<file path="src/hw/rtl/stmm_pkg.sv">
// Shared constants and types of the sparse triplet matrix multiply unit.
package stmm_pkg;

  localparam int MAX_TERMS    = 32;
  localparam int RESULT_TERMS = 64;
  localparam int MAX_DIM      = 255;

  localparam int IDX_W = (MAX_TERMS > 1) ? $clog2(MAX_TERMS) : 1;
  localparam int CNT_W = $clog2(MAX_TERMS + 1);
  localparam int DRN_W = $clog2(RESULT_TERMS + MAX_TERMS + 8);

  localparam logic [1:0] MODE_LOAD_A = 2'd0;
  localparam logic [1:0] MODE_LOAD_B = 2'd1;
  localparam logic [1:0] MODE_COMPUTE = 2'd2;

  localparam logic [1:0] ST_TERM  = 2'd0;
  localparam logic [1:0] ST_EMPTY = 2'd1;
  localparam logic [1:0] ST_OVF   = 2'd2;

  localparam logic REG_B_COLUMNS = 1'b0;

  typedef struct packed {
    logic [7:0]         row;
    logic [7:0]         col;
    logic signed [15:0] value;
  } term_t;

  typedef struct packed {
    logic  valid;
    term_t t;
  } stok_t;

  typedef struct packed {
    logic               valid;
    logic [7:0]         row;
    logic [7:0]         col;
    logic signed [31:0] value;
  } ptok_t;

  typedef struct packed {
    logic               used;
    logic [7:0]         row;
    logic [7:0]         col;
    logic signed [47:0] sum;
  } entry_t;

endpackage

</file>
<file path="src/hw/rtl/stmm_sort_cell.sv">
// One cell of the insertion sorter that orders B terms by column.
module stmm_sort_cell (
  input  logic          clk,
  input  logic          rst,
  input  logic          clear,
  input  stmm_pkg::stok_t tok_in,
  output stmm_pkg::stok_t tok_out,
  output stmm_pkg::stok_t held
);
  import stmm_pkg::*;

  always_ff @(posedge clk) begin
    if (rst || clear) begin
      held.valid    <= 1'b0;
      tok_out.valid <= 1'b0;
    end else begin
      tok_out <= tok_in;
      if (tok_in.valid) begin
        if (!held.valid) begin
          held          <= tok_in;
          tok_out.valid <= 1'b0;
        end else if (tok_in.t.col < held.t.col) begin
          // smaller column takes the slot, equal ones pass on
          held    <= tok_in;
          tok_out <= held;
        end
      end
    end
  end

endmodule

</file>
<file path="config.mk">
export PLATFORM = sky130hd
export DESIGN_NAME = stmm_sort_cell
export DESIGN_NICKNAME = d
export VERILOG_FILES = /design/src/hw/rtl/stmm_pkg.sv /design/src/hw/rtl/stmm_sort_cell.sv
export SDC_FILE = /design/constraint.sdc
export NUM_CORES = 1
export LEC_CHECK = 0
export BUFFER_PORTS_ARGS = -buffer_cell sky130_fd_sc_hd__buf_2
export CORE_MARGIN = 10
export CORE_UTILIZATION = 45
export CTS_CLUSTER_DIAMETER = 80
export DETAILED_ROUTE_END_ITERATION = 8
export PLACE_DENSITY_LB_ADDON = 0.12
export RECOVER_POWER = 50
export REMOVE_ABC_BUFFERS = 1
export SLEW_MARGIN = 20
export SYNTH_ARGS = -nofsm -noshare
export SYNTH_HDL_FRONTEND = slang
export SYNTH_SLANG_ARGS = --single-unit
</file>
<file path="constraint.sdc">
create_clock -name clk -period 5.5 [get_ports clk]
set_input_delay 1.375 -clock clk [delete_from_list [all_inputs] [get_ports clk]]
set_output_delay 1.375 -clock clk [all_outputs]
set_load 0.02 [all_outputs]
</file>
### Yosys cells after proc, flatten, opt, wreduce, memory -nomap -nowiden

Index checks and enable logic that the tools add are counted.

* bitwise gates (word level): 3
* reductions and logical operators: 3
* equal/unequal tests: 1
* muxes and demuxes: 5
* magnitude comparators: 1

Operators by type and width (count)
* two-way mux 32 bit: 4
* two-way mux 33 bit: 1
* < comparator 8 bit: 1
* inverter 1 bit: 3
* AND reduction 3 bit: 1
* OR reduction 3 bit: 1
* inequality test 2 x 1 -> 1 bit (second input constant): 1
* logical OR 1 bit: 1

* word-level logic and storage cells: 21
* bits in registers: 66
* input bits: 36
* output and inout port bits: 66

### Logic depth before layout (Yosys ltp)

* depth after elaboration: 4
* gate-level depth with buffers: 7
* mapped depth without buffers: 6

### Worst setup path before layout

Ideal clock, no wire load.

* path type: input to register
* start point: input clear
* end point: register held[0] (netlist bit) (enable)
* setup time: 0.432 ns
* cell stages on the path: 3
* path slack: 0.482 ns
* arrival time: 4.586 ns
* required time: 5.068 ns
* path buffers: 0
* cells stage by stage: nor2_1 > nand2_1 > a21oi_1

* word-level cells in the longest chain between the ends: 3

Ends and longest elaborated chain
* start, declared: RTL line stmm_sort_cell.sv:5 `input logic clear,`
* logical OR 1 bit: RTL line stmm_sort_cell.sv:13 `if (rst || clear) begin`
* inverter 1 bit (no line)
* AND reduction 3 bit (no line)
* end signal, assigned: RTL line stmm_sort_cell.sv:20 `held <= tok_in;`
* end signal, assigned: RTL line stmm_sort_cell.sv:24 `held <= tok_in;`
* end, declared: RTL line stmm_sort_cell.sv:8 `output stmm_pkg::stok_t held`

No other way between the ends.
A chain may end at the register's enable or synchronous reset.

### Worst setup path after layout

* start point: input tok_in[17] (netlist bit)
* end point: register tok_out[0] (netlist bit) (data pin)

* word-level cells in the longest chain between the ends: 4

Ends and longest elaborated chain
* start, declared: RTL line stmm_sort_cell.sv:6 `input stmm_pkg::stok_t tok_in,`
* < comparator 8 bit: RTL line stmm_sort_cell.sv:22 `end else if (tok_in.t.col < held.t.col) begin`
* two-way mux 32 bit: RTL line stmm_sort_cell.sv:22
* two-way mux 32 bit: RTL line stmm_sort_cell.sv:19 `if (!held.valid) begin`
* two-way mux 32 bit: RTL line stmm_sort_cell.sv:18 `if (tok_in.valid) begin`
* end signal, assigned: RTL line stmm_sort_cell.sv:17 `tok_out <= tok_in;`
* end signal, assigned: RTL line stmm_sort_cell.sv:25 `tok_out <= held;`
* end, declared: RTL line stmm_sort_cell.sv:7 `output stmm_pkg::stok_t tok_out,`

No other way between the ends.

==> summary.txt <==
Run status
  • Status: complete, no violations

Timing
  • Final worst clock skew: 4.953 ps
  • Min Tclk post-route: 3162 ps
  • Fin crit share: 57.49%
  • Setup tns final: 0 ps
  • Setup violators final: 0
  • Rel. slew slack: 58.99%
  • Minimum hold slack: 574.0 ps
  • Final setup margin: 2338 ps
  • Final Hold Fails: 0
  • Final slew viol count: 0
  • Worst-Margin Slew: 615.2 ps
  • Peak Freq: 0.3162 GHz
  • RSZ-0062 raised after global routing: no

Finish
  • Layout cells sized above 1: 39.27%
  • Design area: 3421 um2
  • Area Overhead vs Synth: 24.67%
  • Antenna cells: 0
  • Final #Nets: 286

Yosys
  • Synth Cell Area: 2744 um2
  • Synth Register Bits: 66
  • Synth top cells by count: edfxtp_1, mux2_4, inv_1
  • Count leader, synth: edfxtp_1
  • Share of the synthesized area in the top cell type: 70.04%
  • Area contributors post-synth: edfxtp_1, mux2_4, ha_1
  • Post-synthesis instance total: 132
  • Synthesized area per cell: 20.79 um2
  • Ys flop type: edfxtp_1
  • Yosys top cell by area: edfxtp_1
  • Netlist cell types: 18
  • Synth Warn #: 0
  • Synth async-reset ratio: 0%
  • Sequential area share after synthesis: 71.50%
  • Post-synth EDFFs: 64

Floorplanning
  • Die Wd: 98.09 um
  • Die Height: 98.09 um
  • Full die area: 9621 um2
  • Rows: 28
  • CORE AREA: 5921 um2
  • Initial core utilization: 46.34%
  • # IOs: 102

Detailed routing
  • DR vias/cell: 4.745
  • Remaining DRCs: 0
  • Total vias in the final route: 1528
  • DRT Wirelength: 5.832 mm
  • Routed len/inst: 18.11 um
  • DRT Pass-1 Iters: 4
  • Final antenna-violating net count: 0
  • Initial DRC Count: 68

Worst hold path
  • Worst min-delay path category: register to register

Clock network
  • Postcts setup bufs: 0
  • Clock sinks: 66
  • CTS tree: yes
  • CTS resizes: 0
  • Clk slew on worst S/H paths: 60 ps
  • H-tree depth: 3
  • Hold-fix buffers, CTS: 0
  • Clk_lat worst skew: 330 ps
  • Maximum root-to-sink buffer count: 2
  • Root Driver: clkbuf_8
  • CTS Buf Count: 9

Setup path
  • Startpoint types: input pin
  • Cell breakdown of the critical path: clkbuf_1, ha_1, a2111oi_4, o2111a_4, mux2_2
  • Worst Path Required: 5580 ps
  • Critical path's largest stage delay: 670 ps
  • Critical Path AT: 3240 ps
  • CP max-delay cell: o2111a_4
  • Register-to-Register Setup Slack: 3080 ps
  • Critical path class: input pin to register
  • Worst Path Max Fanout: 32
  • Buf/Inv on CP: 1
  • Crit path max-delay family: compound AO/OA/AOI/OAI gates
  • CP Capture Type: register

Placed design
  • Post-Place Setup Slack: 1815 ps
  • Gpl congestion: 0.7200
  • Placed Area: 3309 um2
  • DP HPWL: 4.151 mm
  • Buffers added on ports: 101

Power and ir drop
  • Pleak: 1.307 nW
  • Peak VDD IR: 0.0001554 V
  • Pwr Density: 295.3 nW/um2

Global route
  • Number of global-route vias before repair: 1609
  • First-pass GRT wire length: 8.949 mm
  • Pin count of the biggest net entering global routing: 36
  • Grt ovf: 0
  • GRT Overall Usage: 11.93%
  • Initial antenna violation count: 0

Run
  • Max-Cap Viols: 0
-- state kept, by name, indices dropped and copies added (netlist names) --
name,cells
held,33
tok_out,33
-- where the power goes --
group | leakage [nW] | internal [W] | switching, W
clock | 0.0743 | 0.000157 | 0.000170
combinational | 0.622 | 0.0000435 | 0.0000588
sequential | 0.610 | 0.000574 | 0.00000676
total | 1.31 | 0.000775 | 0.000235
-- layout by cell type, fill, tap and decap left out, drive strengths merged --
cell type and count:
dfxtp 2, o21a 2, clkinvlp 1, a211o 1
edfxtp 64, o2111a 1, a21oi 3, ha 7
o21ai 2, and3 1, inv 8, clkinv 3
buf 49, nand2b 1, nand2 3, a2111oi 1
mux2 32, nor2 1, clkbuf 65
-- layout make-up --
| type | count | area (um2) |
|---|---|---|
| Timing Repair Buffer | 103 | 473.0 |
| Multi-Input combinational cell | 55 | 710.7 |
| Inverter | 8 | 30.03 |
| Tap cell | 75 | 93.84 |
| Clock buffer | 11 | 131.4 |
| Clock inverter | 4 | 20.02 |
| Sequential cell | 66 | 1962 |
| Fill cell | 508 | 2500 |
-- stage by stage --
step	total power [W]	std cells	utilization [%]
2_1_floorplan	0.0006553	129	-
3_3_place_gp	0.0006968	306	55.90
3_5_place_dp	0.0006991	306	55.90
4_1_cts	0.001026	321	58.45
5_1_grt	0.001056	322	57.78
6_report	0.001010	322	57.78
-- worst register-to-register path, cell delays in order, from the launching register on --
cell and delay (ps):
edfxtp_1 410, inv_1 80, ha_1 240, a2111oi_4 330
o2111a_4 670, mux2_2 440
-- final timing paths --
| path | to | cells past startpoint | from |
|---|---|---|---|
| max | tok_out[0] | 5 | tok_in[17] |
| min | tok_out[25] | 1 | held[25] |
| max reg2reg | tok_out[0] | 5 | held[17] |
| min reg2reg | tok_out[25] | 1 | held[25] |
-- routing by layer --
layer | track usage, % | vias up | wire (um)
met5 | 0 | - | 0
met4 | 4.698 | 0 | 76
met3 | 5.567 | 7 | 508
met2 | 19.14 | 57 | 2834
met1 | 13.51 | 730 | 2412
li1 | - | 734 | -
-- cell families (layout without fill, tap and decap cells) --
logic type      Yosys count  in the layout  synth area share, %
compound gates           10             10                3.511
fa+ha+maj                 7              7                3.192
buf+inv                  11            126                3.283
flops                    66             66                71.50
mux                      32             32                17.24
simple gates              6              6                1.277
Note: power is estimated with default switching activity, not from simulation.
