[src/hw/rtl/stmm_pkg.sv]
// Shared constants and types of the sparse triplet matrix multiply unit.
package stmm_pkg;

  localparam int MAX_TERMS    = 32;
  localparam int RESULT_TERMS = 64;
  localparam int MAX_DIM      = 255;

  localparam int IDX_W = (MAX_TERMS > 1) ? $clog2(MAX_TERMS) : 1;
  localparam int CNT_W = $clog2(MAX_TERMS + 1);
  localparam int DRN_W = $clog2(RESULT_TERMS + MAX_TERMS + 8);

  localparam logic [1:0] MODE_LOAD_A = 2'd0;
  localparam logic [1:0] MODE_LOAD_B = 2'd1;
  localparam logic [1:0] MODE_COMPUTE = 2'd2;

  localparam logic [1:0] ST_TERM  = 2'd0;
  localparam logic [1:0] ST_EMPTY = 2'd1;
  localparam logic [1:0] ST_OVF   = 2'd2;

  localparam logic REG_B_COLUMNS = 1'b0;

  typedef struct packed {
    logic [7:0]         row;
    logic [7:0]         col;
    logic signed [15:0] value;
  } term_t;

  typedef struct packed {
    logic  valid;
    term_t t;
  } stok_t;

  typedef struct packed {
    logic               valid;
    logic [7:0]         row;
    logic [7:0]         col;
    logic signed [31:0] value;
  } ptok_t;

  typedef struct packed {
    logic               used;
    logic [7:0]         row;
    logic [7:0]         col;
    logic signed [47:0] sum;
  } entry_t;

endpackage

[src/hw/rtl/stmm_acc_cell.sv]
// One accumulator cell of the result chain.
module stmm_acc_cell (
  input  logic             clk,
  input  logic             rst,
  input  logic             shift,
  input  stmm_pkg::ptok_t  tok_in,
  input  stmm_pkg::entry_t nxt,
  output stmm_pkg::ptok_t  tok_out,
  output stmm_pkg::entry_t ent
);
  import stmm_pkg::*;

  logic hit;
  assign hit = ent.used && (ent.row == tok_in.row) && (ent.col == tok_in.col);

  always_ff @(posedge clk) begin
    if (rst) begin
      ent.used      <= 1'b0;
      tok_out.valid <= 1'b0;
    end else if (shift) begin
      ent           <= nxt;
      tok_out.valid <= 1'b0;
    end else begin
      tok_out <= tok_in;
      if (tok_in.valid) begin
        if (hit) begin
          ent.sum       <= ent.sum + {{16{tok_in.value[31]}}, tok_in.value};
          tok_out.valid <= 1'b0;
        end else if (!ent.used) begin
          ent.used      <= 1'b1;
          ent.row       <= tok_in.row;
          ent.col       <= tok_in.col;
          ent.sum       <= {{16{tok_in.value[31]}}, tok_in.value};
          tok_out.valid <= 1'b0;
        end
      end
    end
  end

endmodule

[config.mk]
export PLATFORM = sky130hd
export DESIGN_NAME = stmm_acc_cell
export DESIGN_NICKNAME = d
export VERILOG_FILES = /design/src/hw/rtl/stmm_pkg.sv /design/src/hw/rtl/stmm_acc_cell.sv
export SDC_FILE = /design/constraint.sdc
export NUM_CORES = 1
export LEC_CHECK = 0
export BUFFER_PORTS_ARGS = -buffer_cell sky130_fd_sc_hd__buf_2
export CAP_MARGIN = 20
export CORE_UTILIZATION = 47
export CTS_BUF_LIST = sky130_fd_sc_hd__clkbuf_8 sky130_fd_sc_hd__clkbuf_16
export DETAILED_ROUTE_END_ITERATION = 7
export HOLD_SLACK_MARGIN = 0.05
export PLACE_DENSITY_LB_ADDON = 0.3
export SYNTH_ARGS = -nofsm -noshare
export SYNTH_HDL_FRONTEND = slang
export SYNTH_SLANG_ARGS = --single-unit
[constraint.sdc]
create_clock -name clk -period 4.1 [get_ports clk]
set_clock_uncertainty 0.05 [all_clocks]
set_input_delay 0.41 -clock clk [delete_from_list [all_inputs] [get_ports clk]]
set_output_delay 0.41 -clock clk [all_outputs]
set_load 0.1 [all_outputs]
==> After elaboration in Yosys (flattened, before gate mapping) <==
Cells that the tools add are included.
{ "totals": {"out_inout_bits": 114, "word_cells": 31, "regBits": 114} }
{ "op_classes": {"n_mux": 6, "eq_ne": 5, "bitwise_logic": 3, "add_sub_neg": 1, "reduce_logical": 8} }
{ "ops": {"columns": ["operator", "n"], "rows": [
  ["two-way mux 65 bit", 2],
  ["two-way mux 64 bit", 1],
  ["adder 48 bit", 1],
  ["two-way mux 48 bit", 1],
  ["two-way mux 17 bit", 1],
  ["equality test 8 bit", 2],
  ["!= test 2 bit, second input constant", 2],
  ["AND reduction 2 bit", 2],
  ["AND reduction 4 bit", 1],
  ["OR reduction 4 bit", 1],
  ["!= test 3 x 2 -> 1 bit, second input constant", 1],
  ["NOT 1 bit", 3],
  ["AND reduction 3 bit", 1],
  ["logical AND 1 bit", 2],
  ["nonzero test 2 bit", 1],
  ["two-way mux 1 bit", 1]
]} }

==> Longest topological paths before layout <==
{ "logic_depth": {"word_depth": 6, "ltp_mapped": 11, "ltp_nobuf": 11} }

==> Least setup slack after synthesis <==
OpenSTA, ideal clock, no wires.
{ "synth_path": {"path_type": "register to register", "from": "register ent[48] (netlist bit)", "to": "register ent[0] (netlist bit) (enable)", "path_stages_with_launch": 10, "synth_period_minus_slack_ps": 5069, "arrival_time_ps": 4566, "setup_slack_ps": -969, "path_cell_list": "edfxtp_1 > xor2_1 > nor4_1 > nand4b_1 > or4_1 > buf_2 > buf_1 > nand2_1 > a21oi_1 > nor2_1"} }
{ "synth_via": {"elab_chain_len": 4} }
{ "synth_lines": {"columns": ["item", "line_no", "rtl"], "rows": [
  ["from (decl)", "stmm_acc_cell.sv:9", "output stmm_pkg::entry_t ent"],
  ["from (signal assigned)", "stmm_acc_cell.sv:21", "ent <= nxt;"],
  ["equality test 8 bit", "stmm_acc_cell.sv:14", "assign hit = ent.used && (ent.row == tok_in.row) && (ent.col == tok_in.col);"],
  ["logical AND 1 bit", "stmm_acc_cell.sv:14", null],
  ["!= test 3 x 2 -> 1 bit (no line)", null, null],
  ["AND reduction 3 bit (no line)", null, null]
]} }
Every way passes these cells.
A chain may end at the register's enable or synchronous reset.

==> Final worst setup path <==
{ "layout_path": {"from": "register ent[0] (netlist bit)", "to": "register ent[38] (netlist bit), data pin"} }
{ "layout_via": {"elab_chain_len": 4} }
{ "layout_lines": {"columns": ["item", "line_no", "rtl"], "rows": [
  ["adder 48 bit", "stmm_acc_cell.sv:27", "ent.sum <= ent.sum + {{16{tok_in.value[31]}}, tok_in.value};"],
  ["two-way mux 48 bit", "stmm_acc_cell.sv:26", "if (hit) begin"],
  ["two-way mux 65 bit", "stmm_acc_cell.sv:25", "if (tok_in.valid) begin"],
  ["two-way mux 65 bit", "stmm_acc_cell.sv:20", "end else if (shift) begin"]
]} }
Every way passes these cells. The select of a mux whose other input is x is not followed.

==> flow_summary.yaml <==
global_route:
  antenna_found_initial: 1
  global_route.overflow_total: 0
  global_route.usage.total_pct: 26.3
  grt_pass1_vias: 6505
  global_route_wire_length_before_repair_um: 33100
  grt_max_degree: 56
logic_synthesis:
  post_synth_inst_count: 728
  synth.ff_latch_count: 114
  synthDominantCellAreaShare_pct: 44.6
  ys_top_cells_by_area: "sky130_fd_sc_hd__edfxtp_1, sky130_fd_sc_hd__ha_1, sky130_fd_sc_hd__a21oi_1"
  synth_most_common_cell: "sky130_fd_sc_hd__edfxtp_1"
  synth_area_um2: 7540
  synth_enable_flop_cells: 112
  synthArstFlopShare_pct: 0
  yosys.cell_types.count: 70
  synth_common_cells: "sky130_fd_sc_hd__edfxtp_1, sky130_fd_sc_hd__a21oi_1, sky130_fd_sc_hd__nand2_1, sky130_fd_sc_hd__o21ai_0"
  synth_fp_nets: 893
  synth.avg_cell_area_um2: 10.4
  cell_accounting_for_the_most_synthesized_area: "sky130_fd_sc_hd__edfxtp_1"
  seq_area_frac_synth_pct: 45.1
  ys.warnings.count: 0
  dominantRegCellSynth: "sky130_fd_sc_hd__edfxtp_1"
critical_path:
  timing.setup.critical_path_class: "reg -> reg"
  crit_path_start: "ent[0]"
  worstReg2RegStart: "ent[0]"
  timing.critical_path.required_ns: 4.22
  critPathCaptureType: "flop"
  worstPathCellList: "ha_1 > fa_1 > a21oi_1 > o211ai_1 > and4_4 > o41ai_1 > nand2_1 > a31oi_1 > nand2b_1 > xnor2_1 > a221o_1"
  critical_path_buf_inv_count: 0
  cp_slowest_stage_delay_ns: 0.41
  crit_slowest_cell: "sky130_fd_sc_hd__fa_1"
  worst_ep_arrival_time_ns: 3.52
  category_of_cells_accounting_for_the_largest_share_of_critical_path_delay: "compound AO/OA/AOI/OAI gates"
  critical_path.max_fanout: 4
  critical_path.startpoint_type: "flop"
sta:
  hold_violations: 0
  post-route-min-period_ns: 3.40
  report.final.setup_viol: 0
  grt_setup_unrepaired: "no"
  fmaxAchievable_mhz: 294
  final.setup.worst_slack_ns: 0.699
  worst_slew_margin_rel_pct: 49.3
  min_period_over_period_pct: 83.0
  tightestPinTransition_ns: 0.752
  fin_tns_setup_ns: 0
  maxSlewViolCount: 0
floorplanning:
  fp.coreArea_um2: 15400
  die_x_extent_um: 129
  die_h_um: 129
  initial_core_util_pct: 48.9
  rows: 45
  io_pins: 231
  floorplan.die_area_um2: 16600
cells_and_area:
  postLayoutCellArea_um2: 9490
  syn2layout_area_growth_pct: 25.7
  proportion_of_layout_cells_with_a_drive_suffix_above_1_pct: 32.0
  num-fill-cells: 1363
  nNetsFinal: 1123
  antenna-diode-count: 0
  number_of_standard_cells_in_the_layout_taps_in_and_fillers_out: 1182
run:
  cap_viol_max_count: 0
clock_network:
  cts-root-to-sink-buffers: 2
  cts_made_buffers: 17
  h-tree-depth: 4
  post-cts-setup-buffers: 0
  clk_pin_slew_worst_paths_ns: 0.06
  cts_tree: "built"
  cts_hold_buffers: 0
  ctsRootBufferMaster: "sky130_fd_sc_hd__clkbuf_16"
  clock_insertion_delay_worst_skew_ns: 0.42
  cts-resized-gates: 0
  clock_sinks: 114
power_and_ir_drop:
  max_vdd_drop_v: 0.000251
  power.leakage_nw: 4.03
  power-per-cell-area_nw_per_um2: 448
routing:
  vias: 6631
  detail_route.drc_violations: 0
  drt_first_iter_violations: 461
  drt_wl_total_um: 21000
  detailedRoute.firstPassIterationCount: 5
  detail-route-antenna-nets: 0
  avgViaCountPerCell: 5.61
  wire_length_per_cell_after_detailed_routing_um: 17.8
place:
  globalplace.congestion: 0.949
  dp_worst_setup_slack_ns: 0.651
  dpl.hpwl_um: 15900
  placedInstanceArea_um2: 8880
  place_inst: 1150
  io_buffer_count: 230
min_path:
  min_from: "tok_in[0]"
  min-delay-path-class: "in -> reg"
outcome:
  status: "finished clean"
==> placed cells by master (no fill, tap or decap), types with 12 or more instances in the layout <==
cell type,n
sky130_fd_sc_hd__nor2_1,45
sky130_fd_sc_hd__mux2i_1,13
sky130_fd_sc_hd__a21oi_1,79
sky130_fd_sc_hd__ha_1,47
sky130_fd_sc_hd__xnor2_1,29
sky130_fd_sc_hd__edfxtp_1,112
sky130_fd_sc_hd__mux2_2,19
sky130_fd_sc_hd__o21ai_0,59
sky130_fd_sc_hd__a21o_1,12
sky130_fd_sc_hd__clkbuf_16,17
sky130_fd_sc_hd__nand2_1,79
sky130_fd_sc_hd__inv_1,12
sky130_fd_sc_hd__o21a_1,17
sky130_fd_sc_hd__xor2_1,26
sky130_fd_sc_hd__buf_2,230
==> kinds of logic after synthesis <==
group                    synth area share (%)
XOR/XNOR                                 6.38
flip-flops                               45.1
AO/OA/AOI/OAI                            19.3
buffers and inverters                    2.82
adder cells (fa/ha/maj)                  8.06
AND/OR/NAND/NOR                          13.8
multiplexers                             4.56
==> state kept, by name, summed over array words and instances, names as in the netlist <==
name,count
ent,65
tok_out,49
==> worst reg2reg max path, delay by kind of cell, from the launching register on <==
| kind | cells | cell delay [ns] |
|---|---|---|
| AOI/OAI and AO/OA | 5 | 1.35 |
| xor gates and xnor gates | 1 | 0.06 |
| adders and majority gates | 2 | 0.64 |
| DFF | 1 | 0.39 |
| and+or+nand+nor | 3 | 0.66 |
==> per-stage QoR <==
step	hold WS, ns	total power, mW	utilization, %
2_1_floorplan	0.439	2.46	-
3_3_place_gp	0.482	2.72	57.6
3_5_place_dp	0.476	2.73	57.6
4_1_cts	0.133	4.27	61.5
5_1_grt	0.142	4.41	61.5
6_report	0.153	4.25	61.5
==> where the power goes <==
part           switching (mW)  leakage (nW)  internal [mW]
clock network           0.540         0.300          0.994
logic                   0.970          2.65          0.337
registers              0.0344          1.08           1.38
total                    1.54          4.03           2.71
==> worst paths after layout <==
path / end / slack, ns / depth (start not counted)
worst min register to register: tok_out[48] / 0.49 / 2
worst min-delay path: tok_out[0] / 0.15 / 1
worst max-delay path: ent[38] / 0.70 / 11
worst max register to register: ent[38] / 0.70 / 11
==> metal layers <==
layer | up-vias | share of wire, % | track usage, %
li1 | 3232 | - | -
met1 | 3089 | 43 | 32.3
met5 | - | 0 | 0
met3 | 35 | 7.9 | 7.48
met4 | 0 | 2.5 | 10.9
met2 | 275 | 47 | 43.4
==> area by class of cell <==
type                       instances  area [µm²]  share of cell area (%)
clock buffer                      20         467                    4.92
clock inverter                    12         140                    1.48
inverter                          11        41.3                   0.435
multi-input combinational        574        3950                    41.6
sequential                       114        3400                    35.9
tap                              211         264                    2.78
timing repair buffer             240        1230                    12.9
Note: power is estimated with default switching activity, not from simulation.
